==> src/timer_wheel_scheduler_assert.svh <==
// Assertion macros for the timer wheel scheduler.
// Used by the datapath; expects signals named clk and rst_n in scope.
`ifndef TIMER_WHEEL_SCHEDULER_ASSERT_SVH
`define TIMER_WHEEL_SCHEDULER_ASSERT_SVH
`ifndef SYNTHESIS
`define TWS_ASSERT(lbl, cond, msg) \
  lbl: assert property (@(posedge clk) disable iff (!rst_n) (cond)) else $error(msg);
`define TWS_ASSERT_NEXT(lbl, pre, post, msg) \
  lbl: assert property (@(posedge clk) disable iff (!rst_n) (pre) |=> (post)) else $error(msg);
`else
`define TWS_ASSERT(lbl, cond, msg)
`define TWS_ASSERT_NEXT(lbl, pre, post, msg)
`endif
`endif

==> src/tws_pkg.sv <==
// Shared constants and types of the timer wheel scheduler.
// No dependencies; used by the controller, datapath and top level.
`default_nettype none
package tws_pkg;
  localparam int WHEEL_SLOTS = 256;
  localparam int ENTRY_COUNT = 1024;

  localparam int SW  = $clog2(WHEEL_SLOTS);       // slot index width
  localparam int EW  = $clog2(ENTRY_COUNT);       // entry index width
  localparam int LW  = EW + 1;                    // link width, top bit marks empty
  localparam int PLW = $clog2(WHEEL_SLOTS + 3);   // place code width
  localparam int CLR_N = (ENTRY_COUNT > WHEEL_SLOTS) ? ENTRY_COUNT : WHEEL_SLOTS;
  localparam int CW  = $clog2(CLR_N + 1);

  localparam logic [LW-1:0]  NIL      = {1'b1, {EW{1'b0}}};
  localparam logic [PLW-1:0] PL_OVF   = PLW'(WHEEL_SLOTS);
  localparam logic [PLW-1:0] PL_EXP   = PLW'(WHEEL_SLOTS + 1);
  localparam logic [PLW-1:0] PL_NONE  = PLW'(WHEEL_SLOTS + 2);

  localparam logic [1:0] OP_SCHED  = 2'd0;
  localparam logic [1:0] OP_CANCEL = 2'd1;
  localparam logic [1:0] OP_TICK   = 2'd2;
  localparam logic [1:0] OP_POP    = 2'd3;

  typedef enum logic [3:0] {
    ST_NOP, ST_CLEAR, ST_ACCEPT, ST_U_RD, ST_U_WR, ST_L_RD, ST_L_WR, ST_L_FIX,
    ST_T_ADV, ST_T_HRD, ST_T_HCAP, ST_W_RD, ST_W_CAP, ST_OVF_START, ST_RESP
  } step_t;

  typedef struct packed {
    step_t step;
    logic  walk;
    logic  ovf_mode;
  } cmd_t;

  typedef struct packed {
    logic clr_done;
    logic exp_nil;
    logic i_nil;
    logic pos_zero;
    logic in_range;
    logic out_free;
  } sts_t;
endpackage
`default_nettype wire

==> src/tws_ctrl.sv <==
// Controller state machine of the timer wheel scheduler.
// Depends on tws_pkg; drives the datapath through cmd_t, reads sts_t.
`default_nettype none
module tws_ctrl (
  input  wire logic         clk,
  input  wire logic         rst_n,
  input  wire logic         in_tvalid,
  output logic              in_tready,
  input  wire logic [1:0]   in_op,
  input  tws_pkg::sts_t     sts,
  output tws_pkg::cmd_t     cmd
);
  typedef enum logic [3:0] {
    S_CLEAR, S_IDLE, S_URD, S_UWR, S_LRD, S_LWR, S_LFIX,
    S_TADV, S_THRD, S_THCAP, S_WRD, S_WCAP, S_RESP
  } state_t;

  state_t     state_r;
  logic [1:0] op_r;
  logic       walk_r;
  logic       ovf_mode_r;
  logic       accept;

  assign in_tready = (state_r == S_IDLE);
  assign accept    = in_tvalid && in_tready;

  // step issued to the datapath in each state
  always_comb begin
    cmd.walk     = walk_r;
    cmd.ovf_mode = ovf_mode_r;
    case (state_r)
      S_CLEAR: cmd.step = tws_pkg::ST_CLEAR;
      S_IDLE:  cmd.step = accept ? tws_pkg::ST_ACCEPT : tws_pkg::ST_NOP;
      S_URD:   cmd.step = tws_pkg::ST_U_RD;
      S_UWR:   cmd.step = tws_pkg::ST_U_WR;
      S_LRD:   cmd.step = tws_pkg::ST_L_RD;
      S_LWR:   cmd.step = tws_pkg::ST_L_WR;
      S_LFIX:  cmd.step = tws_pkg::ST_L_FIX;
      S_TADV:  cmd.step = tws_pkg::ST_T_ADV;
      S_THRD:  cmd.step = tws_pkg::ST_T_HRD;
      S_THCAP: cmd.step = tws_pkg::ST_T_HCAP;
      S_WRD: begin
        if (!sts.i_nil) begin
          cmd.step = tws_pkg::ST_W_RD;
        end else if (!ovf_mode_r && sts.pos_zero) begin
          cmd.step = tws_pkg::ST_OVF_START;
        end else begin
          cmd.step = tws_pkg::ST_NOP;
        end
      end
      S_WCAP:  cmd.step = tws_pkg::ST_W_CAP;
      S_RESP:  cmd.step = sts.out_free ? tws_pkg::ST_RESP : tws_pkg::ST_NOP;
      default: cmd.step = tws_pkg::ST_NOP;
    endcase
  end

  // state and registered flags
  always_ff @(posedge clk) begin
    if (!rst_n) begin
      state_r    <= S_CLEAR;
      op_r       <= tws_pkg::OP_SCHED;
      walk_r     <= 1'b0;
      ovf_mode_r <= 1'b0;
    end else begin
      case (state_r)
        S_CLEAR: begin
          if (sts.clr_done) state_r <= S_IDLE;
        end
        S_IDLE: begin
          if (accept) begin
            op_r       <= in_op;
            walk_r     <= 1'b0;
            ovf_mode_r <= 1'b0;
            case (in_op)
              tws_pkg::OP_SCHED, tws_pkg::OP_CANCEL:
                state_r <= sts.in_range ? S_URD : S_RESP;
              tws_pkg::OP_TICK: state_r <= S_TADV;
              default:          state_r <= sts.exp_nil ? S_RESP : S_URD;
            endcase
          end
        end
        S_URD: state_r <= S_UWR;
        S_UWR: state_r <= (op_r == tws_pkg::OP_SCHED) ? S_LRD : S_RESP;
        S_LRD: state_r <= S_LWR;
        S_LWR: state_r <= S_LFIX;
        S_LFIX: state_r <= walk_r ? S_WRD : S_RESP;
        S_TADV: state_r <= S_THRD;
        S_THRD: state_r <= S_THCAP;
        S_THCAP: begin
          walk_r  <= 1'b1;
          state_r <= S_WRD;
        end
        S_WRD: begin
          if (!sts.i_nil) begin
            state_r <= S_WCAP;
          end else if (!ovf_mode_r && sts.pos_zero) begin
            ovf_mode_r <= 1'b1;
          end else begin
            state_r <= S_RESP;
          end
        end
        S_WCAP: state_r <= S_LRD;
        S_RESP: begin
          if (sts.out_free) state_r <= S_IDLE;
        end
        default: state_r <= S_IDLE;
      endcase
    end
  end
endmodule
`default_nettype wire

==> config.mk <==
export PLATFORM = sky130hd
export DESIGN_NAME = tws_ctrl
export DESIGN_NICKNAME = d
export VERILOG_FILES = /design/src/timer_wheel_scheduler_assert.svh /design/src/tws_pkg.sv /design/src/tws_ctrl.sv
export SDC_FILE = /design/constraint.sdc
export NUM_CORES = 1
export LEC_CHECK = 0
export ABC_CLOCK_PERIOD_IN_PS = 1990
export BUFFER_PORTS_ARGS = -buffer_cell sky130_fd_sc_hd__buf_4
export CORE_MARGIN = 3
export CORE_UTILIZATION = 40
export CTS_CLUSTER_DIAMETER = 100
export DETAILED_ROUTE_END_ITERATION = 8
export PLACE_DENSITY = 0.63
export REMOVE_ABC_BUFFERS = 1
export SLEW_MARGIN = 20
export SYNTH_ARGS = -nofsm -noshare
export SYNTH_HDL_FRONTEND = slang
export SYNTH_SLANG_ARGS = --single-unit
==> constraint.sdc <==
create_clock -name clk -period 1.99 [get_ports clk]
set_input_delay 0.398 -clock clk [delete_from_list [all_inputs] [get_ports clk]]
set_output_delay 0.398 -clock clk [all_outputs]
set_load 0.03 [all_outputs]
==> reports/results.txt <==
Pwr Density = 461.9 mW/mm2
Postcts setup bufs = 0
Yosys synthesis warning count = 0
#FFs+latches synth = 8
Die H = 49.97 um
Synth Flop Type = dfxtp_1
Period utilisation layout = 94.36%
Max FO, Critical Path = 14
Fill count = 173
Worst skew pair latency = 260 ps
Initial Utilization = 43.37%
Worst path top cell family by delay = simple AND/OR/NAND/NOR gates
Vias in the first global route = 751
Syn_area_per_cell = 7.656 um2
DR vias/cell = 5.614
Final setup skew = 2.063 ps
Critical-path top delay cell = dfxtp_4
Detailed-route DRC error count = 0
Gr ovfl total = 0
Crit. End Element = primary output
Final Critical Period = 1878 ps
H-Tree Depth = 1
Register area share after synthesis = 20.71%
Number of flops mapped to enable cells by yosys = 0
Final Net Count = 133
Area share of the largest cell type after synthesis = 20.71%
Crit-path cells = nand2b_1 -> or2_2 -> a21oi_1 -> a21o_1 -> buf_4
Layout cells sized above 1 = 36.67%
Tot GR Track Use = 17.91%
Critical path buffers and inverters = 1
PnR worst setup slack = 112.3 ps
Largest net degree at the start of global routing = 19
WP data required = 1590 ps
DIE AREA = 0.002497 mm2
TritonCTS clock tree = yes
Pleak = 0.4075 nW
Slowest stage delay, CP = 390 ps
Number of detailed-route iterations in the first pass = 4
Final Slew Violations = 0
Num CTS Buffers = 3
Row count = 15
Crit path kind = reg2out
Initial DRC Count = 22
Asr flop ratio synth = 0%
# IOs = 18
Worst hold slack = 397.8 ps
Area Overhead vs Synth = 25.73%
Mapped cell area = 773.2 um2
Finished Cell Area = 972.2 um2
Met2 Use GR = 27.53%
Number of routed nets with antenna violations = 0
Met3 usage = 3.625%
Global routing's busiest layer = met2
Die Wd = 49.97 um
Reg clk slew, reported paths = 60 ps
Clock Power Share = 28.8%
Hold_buf cts = 0
Tightest Hold Check Type = in2reg
Via Count = 814
Initial antenna violation count = 0
Sw Share = 32.80%
Maxcap violations = 0
TritonCTS Sinks = 8
Int Pwr = 0.0003017 W
Cells after synthesis = 101
Setup-failing EPs final = 0
First-pass GRT wire length = 3436 um
Clock root cell = clkbuf_4
RSZ-0062 raised after global routing = no
Diode count = 0
GPL Wtd Cong = 0.8145
TNS Setup = 0 ps
DR WL/cell = 13.86 um
Startpoint types = flop
Slew @ Worst Pin = 444.1 ps
Final WL = 2009 um
DP HPWL = 1571 um
Crit path DAT = 1480 ps
Worst slack, placed = 202.4 ps
Post-cts sizing count = 2
Fin. Hold Viols = 0
Placed Area = 939.7 um2
CTS Buffer Depth = 2
Fmax = 532.6 MHz
Core Region = 0.001783 mm2
Synth area leaders = dfxtp_1 (21%), a21oi_1 (6.5%), mux2i_1 (5.2%)
Status = complete, no violations
Peak VDD IR = 233.2 uV
Comb power frac = 31.7%
Netlist cell types = 41
Port Buf Inserts = 17
Total power = 0.0004490 W
Yosys top cell by area = dfxtp_1
Switching power total = 0.0001473 W
Slew margin rel. = 70.12%
GRT met1 Usage = 24.23%
Sequential share of power = 39.5%
kinds of logic (layout without fill, tap and decap cells):
logic type	Yosys count	after routing	share of synthesized area, %
buffers and inverters	13	32	8.736
AOI/OAI and AO/OA	35	35	34.14
muxes	4	4	5.178
DFF	8	8	20.71
and+or+nand+nor	41	41	31.23
power groups by stage:
stage	Clock (W)	Sequential [W]	Combinational, W
after global placement	0	0.000182	0.000142
final	0.000129	0.000177	0.000143
after global routing	0.000145	0.000178	0.000155
after detailed placement	0	0.000182	0.000142
after CTS	0.000131	0.000179	0.000143
after floorplan	0	0.000182	0.0000851
routing by layer:
layer / share of wire (%) / wire, um
met5: 0 / 0
met3: 5.1 / 102
met1: 47 / 948
met2: 47 / 946
met4: 0.60 / 12
cells in the mapped netlist, types with 2 or more instances:
cell type,instances
nor2b_1,3
inv_1,4
nand2b_2,2
dfxtp_1,8
mux2i_1,4
nand2b_1,5
nand3b_1,5
nand2_1,7
o31ai_1,3
or2_2,2
a31oi_1,2
buf_4,4
a211oi_1,2
nor2_1,8
a22oi_1,2
o21ai_0,3
nor4_1,2
buf_2,3
a21oi_1,10
cell usage in the layout, fill, tap and decap left out, types with 3 or more instances in the layout:
cell type  instances
nand3b_1           5
nor2b_1            3
a21oi_1           10
nor2_1             8
o21ai_0            3
clkbuf_4           3
inv_1              4
mux2i_1            4
nand2b_1           5
dfxtp_1            4
nand2_1            7
o31ai_1            3
buf_4             25
registers in the layout, indices dropped and copies added (netlist names):
| register | count |
|---|---|
| walk_r | 1 |
| op_r | 2 |
| ovf_mode_r | 1 |
| state_r | 4 |
path summary, 6_finish.rpt:
path / endpoint / slack (ps) / from / cells after the start
max: cmd[5] / 110 / state_r[1]$_SDFFE_PN0P_ / 5
min: op_r[0]$_SDFFE_PN0P_ / 400 / rst_n / 2
max reg2reg: state_r[3]$_SDFFE_PN0P_ / 390 / state_r[2]$_SDFFE_PN0P_ / 4
min reg2reg: op_r[1]$_SDFFE_PN0P_ / 500 / op_r[1]$_SDFFE_PN0P_ / 2
layout make-up:
cell class              instances  area [um2]  area share (%)
clock buffers                   3       22.52           2.317
inverters                       4       15.01           1.544
flip-flops and latches          8       170.2           17.50
repair buffers                 25       187.7           19.31
multi-input cells              80       545.5           56.11
well taps                      25       31.28           3.218
through the flow:
step | util (%) | std cells
finish | 54.53 | 145
global route | 54.53 | 145
CTS | 54.11 | 145
detailed placement | 52.70 | 142
global placement | 52.70 | 142
floorplan | - | 92
(Power assumes the default switching activity.)
